## src/sv/lfc_pkg.sv

```systemverilog
`timescale 1ns / 1ps
package lfc_pkg;

  localparam int unsigned HdrBytes = 20;
  localparam int unsigned PosW = 17;
  localparam logic [PosW-1:0] PosMax = '1;
  localparam logic [31:0] CrcInit = 32'hFFFF_FFFF;
  localparam logic [31:0] CrcPoly = 32'hEDB8_8320;
  localparam int unsigned PayloadLimitDefault = 256;
  localparam int unsigned QueueDepthDefault = 2;
  localparam int unsigned AddrW = 5;

  typedef enum logic [2:0] {
    RegFirstMagic  = 3'd0,
    RegSecondMagic = 3'd1,
    RegVersion     = 3'd2,
    RegFlags       = 3'd3,
    RegHighState   = 3'd4,
    RegTypeMask    = 3'd5
  } lfc_reg_e;

  typedef enum logic [3:0] {
    StOk       = 4'd0,
    StShort    = 4'd1,
    StMagic    = 4'd2,
    StVersion  = 4'd3,
    StType     = 4'd4,
    StFlags    = 4'd5,
    StState    = 4'd6,
    StTooLarge = 4'd7,
    StLength   = 4'd8,
    StSeqZero  = 4'd9,
    StCrc      = 4'd10
  } lfc_status_e;

  typedef enum logic {
    KindPayload = 1'b0,
    KindStatus  = 1'b1
  } lfc_kind_e;

  typedef struct packed {
    logic [7:0]  first_magic;
    logic [7:0]  second_magic;
    logic [7:0]  protocol_version;
    logic [7:0]  required_flags;
    logic [7:0]  highest_state;
    logic [31:0] valid_type_mask;
  } lfc_cfg_t;

  // one queued request from the front: a payload byte or a frame end
  typedef struct packed {
    lfc_kind_e             kind;
    logic [7:0]            data;
    logic [PosW-1:0]       total;
    logic                  crc_ok;
    logic [19:0][7:0]      hdr;
  } lfc_item_t;

  typedef struct packed {
    lfc_kind_e   kind;
    logic [7:0]  payload_byte;
    lfc_status_e status;
    logic [7:0]  msg_code;
    logic [7:0]  frame_flags;
    logic [7:0]  peer_state;
    logic [15:0] body_len;
    logic [31:0] sequence_res;
    logic [31:0] origin_epoch;
    logic [31:0] sender_id;
  } lfc_result_t;

  // reflected crc-32, one byte, unrolled over eight bit steps
  function automatic logic [31:0] crc_byte(logic [31:0] crc, logic [7:0] b);
    logic [31:0] c;
    c = crc ^ {24'd0, b};
    for (int k = 0; k < 8; k++) begin
      c = (c >> 1) ^ (CrcPoly & {32{c[0]}});
    end
    return c;
  endfunction

endpackage

```

## src/sv/lfc_front.sv

```systemverilog
`timescale 1ns / 1ps
module lfc_front (
  input  logic                 clk_i,
  input  logic                 rst_ni,
  input  logic                 acc_i,
  input  logic [7:0]           data_byte_i,
  input  logic                 last_byte_i,
  output logic                 enq_o,
  output lfc_pkg::lfc_item_t   item_o
);

  logic [lfc_pkg::PosW-1:0] pos_q, pos_d, total;
  logic [31:0]              crc_q, crc_d, crc_upd;
  logic [31:0]              recent_q, recent_d, recent_upd;
  logic [19:0][7:0]         hdr_q, hdr_d;
  logic [15:0]              hdr_len;
  logic                     fwd;

  assign hdr_len    = {hdr_q[6], hdr_q[7]};
  assign total      = (pos_q != lfc_pkg::PosMax) ? pos_q + 1'b1 : lfc_pkg::PosMax;
  assign recent_upd = {recent_q[23:0], data_byte_i};
  // crc runs four bytes behind so the trailing crc bytes stay out of it
  assign crc_upd    = (pos_q >= lfc_pkg::PosW'(4)) ?
                      lfc_pkg::crc_byte(crc_q, recent_q[31:24]) : crc_q;
  assign fwd = (pos_q >= lfc_pkg::PosW'(lfc_pkg::HdrBytes)) &&
               (pos_q < ({1'b0, hdr_len} + lfc_pkg::PosW'(lfc_pkg::HdrBytes)));

  always_comb begin
    hdr_d = hdr_q;
    if (pos_q < lfc_pkg::PosW'(lfc_pkg::HdrBytes)) begin
      hdr_d[pos_q[4:0]] = data_byte_i;
    end
  end

  always_comb begin
    pos_d    = pos_q;
    crc_d    = crc_q;
    recent_d = recent_q;
    if (acc_i) begin
      if (last_byte_i) begin
        pos_d    = '0;
        crc_d    = lfc_pkg::CrcInit;
        recent_d = '0;
      end else begin
        pos_d    = total;
        crc_d    = crc_upd;
        recent_d = recent_upd;
      end
    end
  end

  always_comb begin
    enq_o         = acc_i && (last_byte_i || fwd);
    item_o.kind   = last_byte_i ? lfc_pkg::KindStatus : lfc_pkg::KindPayload;
    item_o.data   = data_byte_i;
    item_o.total  = total;
    item_o.crc_ok = (~crc_upd == recent_upd);
    item_o.hdr    = hdr_d;
  end

  always_ff @(posedge clk_i or negedge rst_ni) begin
    if (!rst_ni) begin
      pos_q    <= '0;
      crc_q    <= lfc_pkg::CrcInit;
      recent_q <= '0;
    end else begin
      pos_q    <= pos_d;
      crc_q    <= crc_d;
      recent_q <= recent_d;
    end
  end

  always_ff @(posedge clk_i) begin
    if (acc_i) begin
      hdr_q <= hdr_d;
    end
  end

`ifndef ASSERT_OFF
  a_frame_end_clears: assert property (@(posedge clk_i) disable iff (!rst_ni)
    (acc_i && last_byte_i) |=> (pos_q == '0 && crc_q == lfc_pkg::CrcInit && recent_q == '0))
    else $error("frame state not cleared after last byte");
`endif

endmodule

```

## src/sv/lfc_queue.sv

```systemverilog
`timescale 1ns / 1ps
module lfc_queue #(
  parameter int unsigned DEPTH = lfc_pkg::QueueDepthDefault
) (
  input  logic               clk_i,
  input  logic               rst_ni,
  input  logic               wr_en_i,
  input  lfc_pkg::lfc_item_t wr_item_i,
  output logic               full_o,
  input  logic               rd_en_i,
  output logic               empty_o,
  output lfc_pkg::lfc_item_t rd_item_o
);

  localparam int unsigned PtrW = (DEPTH > 1) ? $clog2(DEPTH) : 1;
  localparam int unsigned CntW = $clog2(DEPTH + 1);

  lfc_pkg::lfc_item_t mem_q [DEPTH];
  logic [PtrW-1:0]    wr_ptr_q, wr_ptr_d, rd_ptr_q, rd_ptr_d;
  logic [CntW-1:0]    count_q, count_d;
  logic               do_wr, do_rd;

  assign full_o    = (count_q == CntW'(DEPTH));
  assign empty_o   = (count_q == '0);
  assign do_wr     = wr_en_i && !full_o;
  assign do_rd     = rd_en_i && !empty_o;
  assign rd_item_o = mem_q[rd_ptr_q];

  always_comb begin
    wr_ptr_d = wr_ptr_q;
    rd_ptr_d = rd_ptr_q;
    count_d  = count_q;
    if (do_wr) begin
      wr_ptr_d = (wr_ptr_q == PtrW'(DEPTH - 1)) ? '0 : wr_ptr_q + 1'b1;
    end
    if (do_rd) begin
      rd_ptr_d = (rd_ptr_q == PtrW'(DEPTH - 1)) ? '0 : rd_ptr_q + 1'b1;
    end
    if (do_wr && !do_rd) begin
      count_d = count_q + 1'b1;
    end else if (do_rd && !do_wr) begin
      count_d = count_q - 1'b1;
    end
  end

  always_ff @(posedge clk_i or negedge rst_ni) begin
    if (!rst_ni) begin
      wr_ptr_q <= '0;
      rd_ptr_q <= '0;
      count_q  <= '0;
    end else begin
      wr_ptr_q <= wr_ptr_d;
      rd_ptr_q <= rd_ptr_d;
      count_q  <= count_d;
    end
  end

  always_ff @(posedge clk_i) begin
    if (do_wr) begin
      mem_q[wr_ptr_q] <= wr_item_i;
    end
  end

`ifndef ASSERT_OFF
  a_count_bound: assert property (@(posedge clk_i) disable iff (!rst_ni)
    count_q <= CntW'(DEPTH))
    else $error("queue count out of range");
  a_no_overflow: assert property (@(posedge clk_i) disable iff (!rst_ni)
    wr_en_i |-> !full_o)
    else $error("request written into a full queue");
`endif

endmodule

```

## src/sv/lfc_back.sv

```systemverilog
`timescale 1ns / 1ps
module lfc_back #(
  parameter int unsigned PAYLOAD_LIMIT = lfc_pkg::PayloadLimitDefault
) (
  input  logic                 clk_i,
  input  logic                 rst_ni,
  input  lfc_pkg::lfc_cfg_t    cfg_i,
  input  logic                 q_empty_i,
  input  lfc_pkg::lfc_item_t   q_item_i,
  output logic                 q_rd_o,
  input  logic                 pop_i,
  output logic                 empty_o,
  output lfc_pkg::lfc_result_t res_o
);

  localparam logic [15:0] LimitW = 16'(PAYLOAD_LIMIT);
  localparam logic [lfc_pkg::PosW-1:0] MinTotal = lfc_pkg::PosW'(lfc_pkg::HdrBytes + 4);

  logic                 out_valid_q, out_valid_d;
  lfc_pkg::lfc_result_t out_q, res_d;
  lfc_pkg::lfc_status_e st;
  logic [19:0][7:0]     h;
  logic [15:0]          len;
  logic [31:0]          seq;
  logic                 load;

  assign h      = q_item_i.hdr;
  assign len    = {h[6], h[7]};
  assign seq    = {h[8], h[9], h[10], h[11]};
  assign load   = !q_empty_i && (!out_valid_q || pop_i);
  assign q_rd_o = load;

  // first failing check wins
  always_comb begin
    if (q_item_i.total < MinTotal) begin
      st = lfc_pkg::StShort;
    end else if (h[0] != cfg_i.first_magic || h[1] != cfg_i.second_magic) begin
      st = lfc_pkg::StMagic;
    end else if (h[2] != cfg_i.protocol_version) begin
      st = lfc_pkg::StVersion;
    end else if (h[3][7:5] != 3'd0 || !cfg_i.valid_type_mask[h[3][4:0]]) begin
      st = lfc_pkg::StType;
    end else if (h[4] != cfg_i.required_flags) begin
      st = lfc_pkg::StFlags;
    end else if (h[5] > cfg_i.highest_state) begin
      st = lfc_pkg::StState;
    end else if (len > LimitW) begin
      st = lfc_pkg::StTooLarge;
    end else if (q_item_i.total != ({1'b0, len} + MinTotal)) begin
      st = lfc_pkg::StLength;
    end else if (seq == '0) begin
      st = lfc_pkg::StSeqZero;
    end else if (!q_item_i.crc_ok) begin
      st = lfc_pkg::StCrc;
    end else begin
      st = lfc_pkg::StOk;
    end
  end

  always_comb begin
    res_d = '0;
    res_d.kind   = q_item_i.kind;
    res_d.status = lfc_pkg::StOk;
    case (q_item_i.kind)
      lfc_pkg::KindPayload: begin
        res_d.payload_byte = q_item_i.data;
      end
      lfc_pkg::KindStatus: begin
        res_d.status = st;
        if (st == lfc_pkg::StOk) begin
          res_d.msg_code     = h[3];
          res_d.frame_flags  = h[4];
          res_d.peer_state   = h[5];
          res_d.body_len     = len;
          res_d.sequence_res = seq;
          res_d.origin_epoch = {h[12], h[13], h[14], h[15]};
          res_d.sender_id    = {h[16], h[17], h[18], h[19]};
        end
      end
      default: begin
        res_d.kind = lfc_pkg::KindPayload;
      end
    endcase
  end

  always_comb begin
    out_valid_d = out_valid_q;
    if (load) begin
      out_valid_d = 1'b1;
    end else if (pop_i) begin
      out_valid_d = 1'b0;
    end
  end

  always_ff @(posedge clk_i or negedge rst_ni) begin
    if (!rst_ni) begin
      out_valid_q <= 1'b0;
    end else begin
      out_valid_q <= out_valid_d;
    end
  end

  always_ff @(posedge clk_i) begin
    if (load) begin
      out_q <= res_d;
    end
  end

  assign empty_o = !out_valid_q;
  assign res_o   = out_q;

`ifndef ASSERT_OFF
  a_fields_zero_on_fail: assert property (@(posedge clk_i) disable iff (!rst_ni)
    (out_valid_q && out_q.status != lfc_pkg::StOk) |->
      (out_q.sequence_res == '0 && out_q.body_len == '0 && out_q.sender_id == '0))
    else $error("header fields not cleared on failing status");
  a_payload_no_status: assert property (@(posedge clk_i) disable iff (!rst_ni)
    (out_valid_q && out_q.kind == lfc_pkg::KindPayload) |-> out_q.status == lfc_pkg::StOk)
    else $error("payload result carries a status");
`endif

endmodule

```

## src/sv/link_frame_checker_crc32.sv

```systemverilog
`timescale 1ns / 1ps
// a result goes into the queue, then into the output register that drives the output ports
// throughput: one byte per cycle, sustained while pop keeps up with results
// the front updates byte count and crc in the accept cycle; a 2-entry queue and an
// output register let the front keep taking bytes while a result waits to be popped
// reset (rst_ni low, asynchronous): count 0, crc all ones, queue and output empty,
// registers 0; header bytes are undefined until received
module link_frame_checker_crc32 #(
  parameter int unsigned PAYLOAD_LIMIT = lfc_pkg::PayloadLimitDefault,
  parameter int unsigned QUEUE_DEPTH   = lfc_pkg::QueueDepthDefault
) (
  input  logic                      clk_i,
  input  logic                      rst_ni,
  input  logic                      push,
  output logic                      full,
  input  logic [7:0]                data_byte_i,
  input  logic                      last_byte_i,
  output logic                      empty,
  input  logic                      pop,
  output logic                      result_kind_o,
  output logic [7:0]                payload_byte_o,
  output logic [3:0]                status_o,
  output logic [7:0]                msg_code_o,
  output logic [7:0]                frame_flags_o,
  output logic [7:0]                peer_state_o,
  output logic [15:0]               body_len_o,
  output logic [31:0]               sequence_res_o,
  output logic [31:0]               origin_epoch_o,
  output logic [31:0]               sender_id_o,
  input  logic                      psel,
  input  logic                      penable,
  input  logic                      pwrite,
  input  logic [lfc_pkg::AddrW-1:0] paddr,
  input  logic [31:0]               pwdata,
  output logic [31:0]               prdata,
  output logic                      pready
);

  lfc_pkg::lfc_cfg_t    cfg_q, cfg_d;
  lfc_pkg::lfc_reg_e    reg_idx;
  lfc_pkg::lfc_item_t   f_item, q_item;
  lfc_pkg::lfc_result_t res;
  logic                 acc, enq, q_full, q_empty, q_rd, wr_en;

  assign pready  = 1'b1;
  assign wr_en   = psel && penable && pwrite;
  assign reg_idx = lfc_pkg::lfc_reg_e'(paddr[4:2]);

  always_comb begin
    cfg_d = cfg_q;
    if (wr_en) begin
      case (reg_idx)
        lfc_pkg::RegFirstMagic:  cfg_d.first_magic      = pwdata[7:0];
        lfc_pkg::RegSecondMagic: cfg_d.second_magic     = pwdata[7:0];
        lfc_pkg::RegVersion:     cfg_d.protocol_version = pwdata[7:0];
        lfc_pkg::RegFlags:       cfg_d.required_flags   = pwdata[7:0];
        lfc_pkg::RegHighState:   cfg_d.highest_state    = pwdata[7:0];
        lfc_pkg::RegTypeMask:    cfg_d.valid_type_mask  = pwdata;
        default: ;
      endcase
    end
  end

  always_comb begin
    case (reg_idx)
      lfc_pkg::RegFirstMagic:  prdata = {24'd0, cfg_q.first_magic};
      lfc_pkg::RegSecondMagic: prdata = {24'd0, cfg_q.second_magic};
      lfc_pkg::RegVersion:     prdata = {24'd0, cfg_q.protocol_version};
      lfc_pkg::RegFlags:       prdata = {24'd0, cfg_q.required_flags};
      lfc_pkg::RegHighState:   prdata = {24'd0, cfg_q.highest_state};
      lfc_pkg::RegTypeMask:    prdata = cfg_q.valid_type_mask;
      default:                 prdata = '0;
    endcase
  end

  always_ff @(posedge clk_i or negedge rst_ni) begin
    if (!rst_ni) begin
      cfg_q <= '0;
    end else begin
      cfg_q <= cfg_d;
    end
  end

  // every byte is held off while the queue is full, result or not
  assign full = q_full;
  assign acc  = push && !q_full;

  lfc_front u_front (
    .clk_i       (clk_i),
    .rst_ni      (rst_ni),
    .acc_i       (acc),
    .data_byte_i (data_byte_i),
    .last_byte_i (last_byte_i),
    .enq_o       (enq),
    .item_o      (f_item)
  );

  lfc_queue #(
    .DEPTH (QUEUE_DEPTH)
  ) u_queue (
    .clk_i     (clk_i),
    .rst_ni    (rst_ni),
    .wr_en_i   (enq),
    .wr_item_i (f_item),
    .full_o    (q_full),
    .rd_en_i   (q_rd),
    .empty_o   (q_empty),
    .rd_item_o (q_item)
  );

  lfc_back #(
    .PAYLOAD_LIMIT (PAYLOAD_LIMIT)
  ) u_back (
    .clk_i     (clk_i),
    .rst_ni    (rst_ni),
    .cfg_i     (cfg_q),
    .q_empty_i (q_empty),
    .q_item_i  (q_item),
    .q_rd_o    (q_rd),
    .pop_i     (pop),
    .empty_o   (empty),
    .res_o     (res)
  );

  assign result_kind_o  = res.kind;
  assign payload_byte_o = res.payload_byte;
  assign status_o       = res.status;
  assign msg_code_o     = res.msg_code;
  assign frame_flags_o  = res.frame_flags;
  assign peer_state_o   = res.peer_state;
  assign body_len_o     = res.body_len;
  assign sequence_res_o = res.sequence_res;
  assign origin_epoch_o = res.origin_epoch;
  assign sender_id_o    = res.sender_id;

endmodule

```

## config.mk

```make
export PLATFORM = sky130hd
export DESIGN_NAME = link_frame_checker_crc32
export DESIGN_NICKNAME = d
export VERILOG_FILES = /design/src/sv/lfc_pkg.sv /design/src/sv/lfc_front.sv /design/src/sv/lfc_queue.sv /design/src/sv/lfc_back.sv /design/src/sv/link_frame_checker_crc32.sv
export SDC_FILE = /design/constraint.sdc
export NUM_CORES = 1
export LEC_CHECK = 0
export ABC_CLOCK_PERIOD_IN_PS = 16100
export BUFFER_PORTS_ARGS = -buffer_cell sky130_fd_sc_hd__clkbuf_2
export CELL_PAD_IN_SITES_DETAIL_PLACEMENT = 1
export CELL_PAD_IN_SITES_GLOBAL_PLACEMENT = 2
export CORE_MARGIN = 3
export CORE_UTILIZATION = 25
export CTS_CLUSTER_SIZE = 14
export DETAILED_ROUTE_END_ITERATION = 16
export GPL_TIMING_DRIVEN = 0
export PLACE_DENSITY_LB_ADDON = 0.1
export SETUP_SLACK_MARGIN = 0.1
export SLEW_MARGIN = 20
export SYNTH_ARGS = -nofsm -noshare
export SYNTH_HDL_FRONTEND = slang
export SYNTH_SLANG_ARGS = --single-unit
```

## constraint.sdc

```tcl
create_clock -name clk_i -period 16.1 [get_ports clk_i]
set_input_delay 4.83 -clock clk_i [delete_from_list [all_inputs] [get_ports clk_i]]
set_output_delay 4.83 -clock clk_i [all_outputs]
set_load 0.02 [all_outputs]
```

==> impl_results.md, run 1 <==
- Status: complete, no violations
- I/O Buffers: 233
- Simple-gate share of the synthesized area: 7.48%
- Gate Count Post-Synth: about 2,600
- CTS Hold Bufs: 0
- DRT iter0 DRCs: 944
- Largest family of logic cells by synthesized area: multiplexers
- Final setup TNS: 0 ns
- Maxcap violations: 0
- Worst min path class: reg2reg
- CTS Buffer Depth: 3
- Switching portion of total power: 35.7%
- Critical path cell sequence: clkbuf_2 > buf_1 > clkbuf_1 > clkbuf_1 > a21oi_1 > o21ai_0 > clkbuf_2
- Final worst setup slack: 4.34 ns
- Met1 WL: between 50 and 60 mm
- Synth Register Bits: 841
- Post-DP HPWL: 87.7 mm
- Clock Skew: 0.0487 ns
- Met3 routed WL: 3.86 mm
- Seq/Total Area, Yosys: 66.4%
- F_max: roughly 85 MHz
- CP Class: in2out
- Hold slack final: 0.515 ns
- Largest delay share family, worst path: buffers and inverters
- CTS tree: built
- Drt pass-1 iters: 5
- Met2 WL: 60.1 mm
- Sequential share of power: around two fifths
- CP Launch Type: input port
- RSZ-0062 raised after global routing: no
- Yosys warning total: 0
- Initial antenna violation count: 7
- Post-CTS resize count: 0
- Share of the clock period used by the worst path: 73.0%
- CTS Buf Count: 101
- Final Setup Violations: 0
- Clk network pwr share: 27.2%
- Largest net degree at the start of global routing: 88
- Post-Synth XOR/XNOR Area: 5.21%
- Die H: 390 um
- Worst Tran Pin Value: 1.07 ns
- H-tree depth: 3
- Clock Sinks: 841
- DRT Wirelength: 122 mm
- Root Driver: clkbuf_16
- Row count: 140
- Pre-CTS WS: 4.29 ns
- Die width: around 400 um
- Final GP Congestion: 0.815
- DR DRC count: 0
- VDD IR-drop max: 94.1 uV
- Core box area: 146,000 um^2
- Non-filler instance count after layout: 4,961
- Vias in the first global route: 24,600
- Nets@finish: 3,039
- Most frequent cells in the layout: edfxtp_1 (683), clkbuf_2 (243), mux2_2 (242)
- Wire per inst: roughly 25 um
- Final Hold Violating Endpoints: 0
- Post-synthesis mux area share: 12.0%
- Post-Syn Area: 36,900 um^2
- WP data required: between 10 and 15 ns
- DP Cell Count: 4,769
- Area Growth Syn to Fin: 20.7%
- Slowest stage delay, CP: 0.53 ns
- Relative slew slack: 28.5%
- Internal power contribution: 5.43 mW
- Top routing layer in use: met4
- Post-synthesis compound-gate area fraction: ~5.7%
- Synth Area in Adders: 1.05%
- Share of cells above drive strength 1: around a quarter
- Starting density of the core: 25.3%
- Most common cell after layout, fill and taps aside: edfxtp_1
- Critical Path AT: 6.93 ns
- Io pins: 237
- Routed via count: 22,600
- Placed cell areas: approximately 41,000 um^2
- Post-route cell area: 44,500 um^2
- Worst skew pair latency: 0.72 ns
- Number of routed nets with antenna violations: 0
- Min cycle time layout: 11.76 ns
- Slew Limit Fails: 0
- Leakage: 16.4 nW
- Total gr overflow: 0
- Setup bufs post-CTS: 0
- Mean post-synth cell area: around 14 um^2
- Synth unique cells: 79
- P_sw: 3.01 mW
- WP buf/inv: 5
- CP max FO: 10
- CTS clock-pin slew for the worst setup and hold paths: 0.06 ns
- CP max-delay cell: buf_1
- PD cells: 190 nW/um^2
- EDFF count, synth: 683
- Comb power frac: roughly a third
- First-pass GRT wire length: 177 mm
- Crit. End Element: output port
- Ys async rst share: 18.8%
- Full die area: 152,000 um^2
- All-layer global routing usage: about 16%
- Routed vias/inst: 4.55
- Synth Flop Type: edfxtp_1
-- worst paths after layout --
kind	startpoint	to	slack (ns)	cells after the start
min reg2reg	u_back.out_valid_q$_DFFE_PN0P_	u_back.out_valid_q$_DFFE_PN0P_	0.51	2
min	u_back.out_valid_q$_DFFE_PN0P_	u_back.out_valid_q$_DFFE_PN0P_	0.51	2
max	paddr[2]	prdata[7]	4.34	7
min in group asynchronous	rst_ni	cfg_q[19]$_DFFE_PN0P_	4.05	1
max reg2reg	u_queue.rd_ptr_q$_DFFE_PN0P_	u_back.res_o[118]$_SDFFCE_PN0P_	8.54	20
max in group asynchronous	rst_ni	u_front.crc_q[22]$_DFFE_PN1P_	11.22	2
-- worst register-to-register path: stages, from the launching register on --
cell and delay (ns):
dfrtp_1 0.34, buf_6 0.18, buf_6 0.23, buf_6 0.20, buf_6 0.20, buf_4 0.25
buf_2 0.40, buf_1 0.81, buf_2 0.61, mux2i_1 0.20, ha_1 0.27, a21oi_2 0.28
nand3_1 0.20, xor2_1 0.18, o32a_1 0.29, o22a_1 0.24, nor4_1 0.74, or4b_1 0.57
buf_2 0.31, clkbuf_2 0.44, nor2b_1 0.40
-- cell type report --
class | count | area [um^2]
Antenna cell | 4 | 10.0
Buffer | 130 | 636
Clock buffer | 122 | 2670
Clock inverter | 66 | 701
Fill cell | 15600 | 102000
Inverter | 42 | 165
Multi-Input combinational cell | 1581 | 11700
Sequential cell | 841 | 24500
Tap cell | 1917 | 2400
Timing Repair Buffer | 258 | 1730
-- power by group through the flow --
stage	combinational, mW	clock (mW)	sequential [mW]
floorplan	1.70	0	3.52
global placement	2.75	0	3.53
detailed placement	2.84	0	3.39
CTS	2.86	2.40	3.36
global route	3.05	2.48	3.40
finish	2.80	2.30	3.35
-- Yosys cell counts (10+ instances only) --
library cell | instances | area (um^2)
nand4_1 | 14 | 87.6
and3_1 | 38 | 238
xnor2_1 | 139 | 1220
a211oi_1 | 13 | 97.6
mux2_2 | 242 | 2730
ha_1 | 31 | 388
buf_6 | 11 | 124
nor2_4 | 10 | 113
a22oi_1 | 10 | 75.1
buf_1 | 13 | 48.8
dfrtp_1 | 126 | 3150
clkbuf_1 | 91 | 342
nor2_1 | 192 | 721
nand3_1 | 29 | 145
inv_1 | 37 | 139
nor2_2 | 10 | 62.6
dfstp_2 | 32 | 841
nand2_1 | 164 | 616
o22ai_1 | 24 | 150
nor3_1 | 17 | 85.1
a31oi_1 | 12 | 75.1
nor2b_1 | 21 | 131
mux2i_1 | 163 | 1630
edfxtp_1 | 683 | 20500
o22a_1 | 12 | 105
a21oi_1 | 105 | 526
o21ai_0 | 90 | 450
o211ai_1 | 15 | 113
xor2_1 | 70 | 613
nor4_1 | 43 | 269
-- sequential cells by signal, indices dropped and copies added (netlist names) --
name                cells
u_queue.mem_q         374
u_queue.wr_ptr_q        1
u_queue.count_q         2
u_back.res_o          149
u_queue.rd_ptr_q        1
u_front.hdr_len        16
u_front.pos_q          17
u_front.recent_q       32
u_back.out_valid_q      1
cfg_q                  72
u_front.crc_q          32
u_front.hdr_q         144
-- cell families (layout without fill, tap and decap cells) --
logic type / count (synthesis) / after routing
simple gates: 577 / 577
xor+xnor: 213 / 213
buf+inv: 172 / 618
compound gates: 340 / 340
mux: 409 / 409
fa+ha+maj: 31 / 31
flops: 841 / 841
other cells: 2 / 15
-- metrics by stage --
step                      utilization, %  power [mW]
after floorplan                        -        5.21
after global placement              27.7        6.28
after detailed placement            28.2        6.24
after CTS                           30.5        8.61
after global routing                30.5        8.94
final                               30.5        8.45
-- layer usage --
layer | up-vias | GRT usage [%]
li1 | 10400 | -
met2 | 398 | 27.5
met5 | - | 0
met1 | 11600 | 20.9
met4 | 0 | 4.40
met3 | 153 | 2.20
No activity file was read; power rests on OpenSTA's default activity.
==> run 2, diff against run 1 <==
--- a/config.mk
+++ b/config.mk
@@ -5,7 +5,7 @@
 export SDC_FILE = /design/constraint.sdc
 export NUM_CORES = 1
 export LEC_CHECK = 0
-export ABC_CLOCK_PERIOD_IN_PS = 16100
+export ABC_CLOCK_PERIOD_IN_PS = 10060
 export BUFFER_PORTS_ARGS = -buffer_cell sky130_fd_sc_hd__clkbuf_2
 export CELL_PAD_IN_SITES_DETAIL_PLACEMENT = 1
 export CELL_PAD_IN_SITES_GLOBAL_PLACEMENT = 2
==> constraint.sdc (replaced) <==
create_clock -name clk_i -period 10.06 [get_ports clk_i]
set_input_delay 3.018 -clock clk_i [delete_from_list [all_inputs] [get_ports clk_i]]
set_output_delay 3.018 -clock clk_i [all_outputs]
set_load 0.02 [all_outputs]
==> run 2 against run 1 <==
  * Setup slack worse by 2.4 ns
  * Die area unchanged
  * Critical path type unchanged
  * Global-route usage about the same
==> impl_results.md, run 2 (same netlist as run 1, synthesis figures left out) <==
- Wire per inst: 24.7 um (about the same)
- CP Launch Type: input port (unchanged)
- Most common cell after layout, fill and taps aside: edfxtp_1 (unchanged)
- Relative slew slack: 26.7% (was 28.5%)
- First-pass GRT wire length: 177 mm (about the same)
- All-layer global routing usage: 16.0% (was 15.9%)
- Final Hold Violating Endpoints: 0 (unchanged)
- RSZ-0062 raised after global routing: no (unchanged)
- Worst min path class: reg2reg (unchanged)
- Root Driver: clkbuf_16 (unchanged)
- VDD IR-drop max: 167 uV (was 94.1 uV)
- CP max-delay cell: clkbuf_1 (was buf_1)
- Initial antenna violation count: 16 (was 7)
- Largest delay share family, worst path: buffers and inverters (unchanged)
- Post-DP HPWL: 87.1 mm (was 87.7 mm)
- Routed via count: 22,700 (was 22,600)
- DRT Wirelength: 122 mm (about the same)
- Most frequent cells in the layout: edfxtp_1 (683), clkbuf_2 (245), mux2_2 (242) (was edfxtp_1 (683), clkbuf_2 (243), mux2_2 (242))
- F_max: 123 MHz
- CTS Buffer Depth: 3 (unchanged)
- CTS Hold Bufs: 0 (unchanged)
- Crit. End Element: output port (unchanged)
- I/O Buffers: 233 (unchanged)
- Die width: 390 um (unchanged)
- CTS clock-pin slew for the worst setup and hold paths: 0.05 ns (was 0.06 ns)
- H-tree depth: 3 (unchanged)
- DR DRC count: 0 (unchanged)
- CP max FO: 10 (unchanged)
- Core box area: 146,000 um^2 (unchanged)
- Final GP Congestion: 0.836 (was 0.815)
- CP Class: in2out (unchanged)
- CTS tree: built (unchanged)
- Post-route cell area: 44,600 um^2 (was 44,500 um^2)
- Worst skew pair latency: 0.72 ns (about the same)
- Share of cells above drive strength 1: 25.8% (was 25.4%)
- Clock Sinks: 841 (unchanged)
- Area Growth Syn to Fin: 20.9% (was 20.7%)
- Worst Tran Pin Value: 1.09 ns (was 1.07 ns)
- DRT iter0 DRCs: 1,279 (was 944)
- Largest net degree at the start of global routing: 94 (was 88)
- Critical path cell sequence: clkbuf_2 > buf_1 > clkbuf_1 > clkbuf_1 > and3_1 > clkbuf_2 (was clkbuf_2 > buf_1 > clkbuf_1 > clkbuf_1 > a21oi_1 > o21ai_0 > clkbuf_2)
- Leakage: 16.4 nW (about the same)
- WP data required: 7.04 ns (was 11.27 ns)
- Maxcap violations: 0 (unchanged)
- Placed cell areas: 41,200 um^2 (about the same)
- Full die area: 152,000 um^2 (unchanged)
- Nets@finish: 3,037 (was 3,039)
- WP buf/inv: 5 (unchanged)
- Share of the clock period used by the worst path: between 80% and 90%
- Starting density of the core: 25.3% (unchanged)
- Io pins: 237 (unchanged)
- Drt pass-1 iters: 5 (unchanged)
- Final setup TNS: 0 ns (unchanged)
- Vias in the first global route: 24,500 (was 24,600)
- Routed vias/inst: 4.58 (was 4.55)
- Worst R2R Setup Slack: 2.82 ns (was 8.54 ns)
- Final Setup Violations: 0 (unchanged)
- Clock Skew: 0.0330 ns (was 0.0487 ns)
- Top reg by flops: u_queue.mem_q (unchanged)
- Die H: 390 um (unchanged)
- Total gr overflow: 0 (unchanged)
- Slowest stage delay, CP: 0.54 ns (was 0.53 ns)
- PD cells: 305 nW/um^2 (was 190 nW/um^2)
- Max reg flops: 374 (unchanged)
- Slew Limit Fails: 0 (unchanged)
- Status: complete, no violations (unchanged)
- Number of routed nets with antenna violations: 0 (unchanged)
- Row count: 140 (unchanged)
- Setup bufs post-CTS: 0 (unchanged)
- Min cycle time layout: 8.14 ns
- Critical Path AT: 5.12 ns (was 6.93 ns)
- CTS Buf Count: 101 (unchanged)
- Hold slack final: 0.507 ns (was 0.515 ns)
- Post-CTS resize count: 0 (unchanged)
==> run 2: changes by cell type in the layout (fill, tap and decap cells not counted), moves of 3 or more <==
cell,previous run,this run
buf_12,13,4
buf_16,10,18
clkbuf_1,96,91
clkbuf_8,3,11
clkinv_1,22,13
diode_2,4,1
inv_16,0,3
==> run 2: worst paths after layout <==
path	start	to	depth (start not counted)
setup / recovery	paddr[2]	prdata[19]	6
hold / removal	u_front.recent_q[31]$_DFFE_PN0P_	u_front.recent_q[31]$_DFFE_PN0P_	2
setup reg to reg	u_queue.rd_ptr_q$_DFFE_PN0P_	u_back.res_o[47]$_SDFFCE_PN0P_	20
hold reg to reg	u_front.recent_q[31]$_DFFE_PN0P_	u_front.recent_q[31]$_DFFE_PN0P_	2
max in group asynchronous	rst_ni	u_front.crc_q[17]$_DFFE_PN1P_	2
min in group asynchronous	rst_ni	cfg_q[17]$_DFFE_PN0P_	1
==> run 2: report_power, final <==
part           switching (mW)  internal [mW]
clock network            1.55           2.20
registers               0.455           4.90
logic                    2.85           1.65
total                    4.86           8.74
==> run 2: final cells by class <==
type,count,area (um^2)
inverters,42,165
flip-flops and latches,841,24500
multi-input cells,1581,11700
repair buffers,256,1760
diodes,1,2.50
fillers,15500,101000
clock inverters,60,664
well taps,1917,2400
clock buffers,127,2770
plain buffers,130,638
==> run 2: tightest hold or removal path: cells and delay by family, from the launching register on <==
family | cells | cell delay (ns)
DFF | 1 | 0.36
and+or+nand+nor | 2 | 0.11
==> run 2: routing by layer <==
layer  vias up  share of wire (%)  global-route usage [%]
li1      10400                  -                       -
met1     11700                 44                    20.7
met2       468                 49                    27.3
met3       154                4.0                    2.71
met4         0                2.9                    4.71
met5         -                  0                       0
==> run 2: through the flow <==
step	power, mW	std cells	utilization [%]	setup WS [ns]
floorplan	8.33	2594	-	0.579
global placement	10.0	4744	27.7	-4.66
detailed placement	9.99	4767	28.2	1.89
CTS	13.9	4954	30.5	1.88
global route	14.4	4954	30.5	1.78
finish	13.6	4955	30.5	1.92
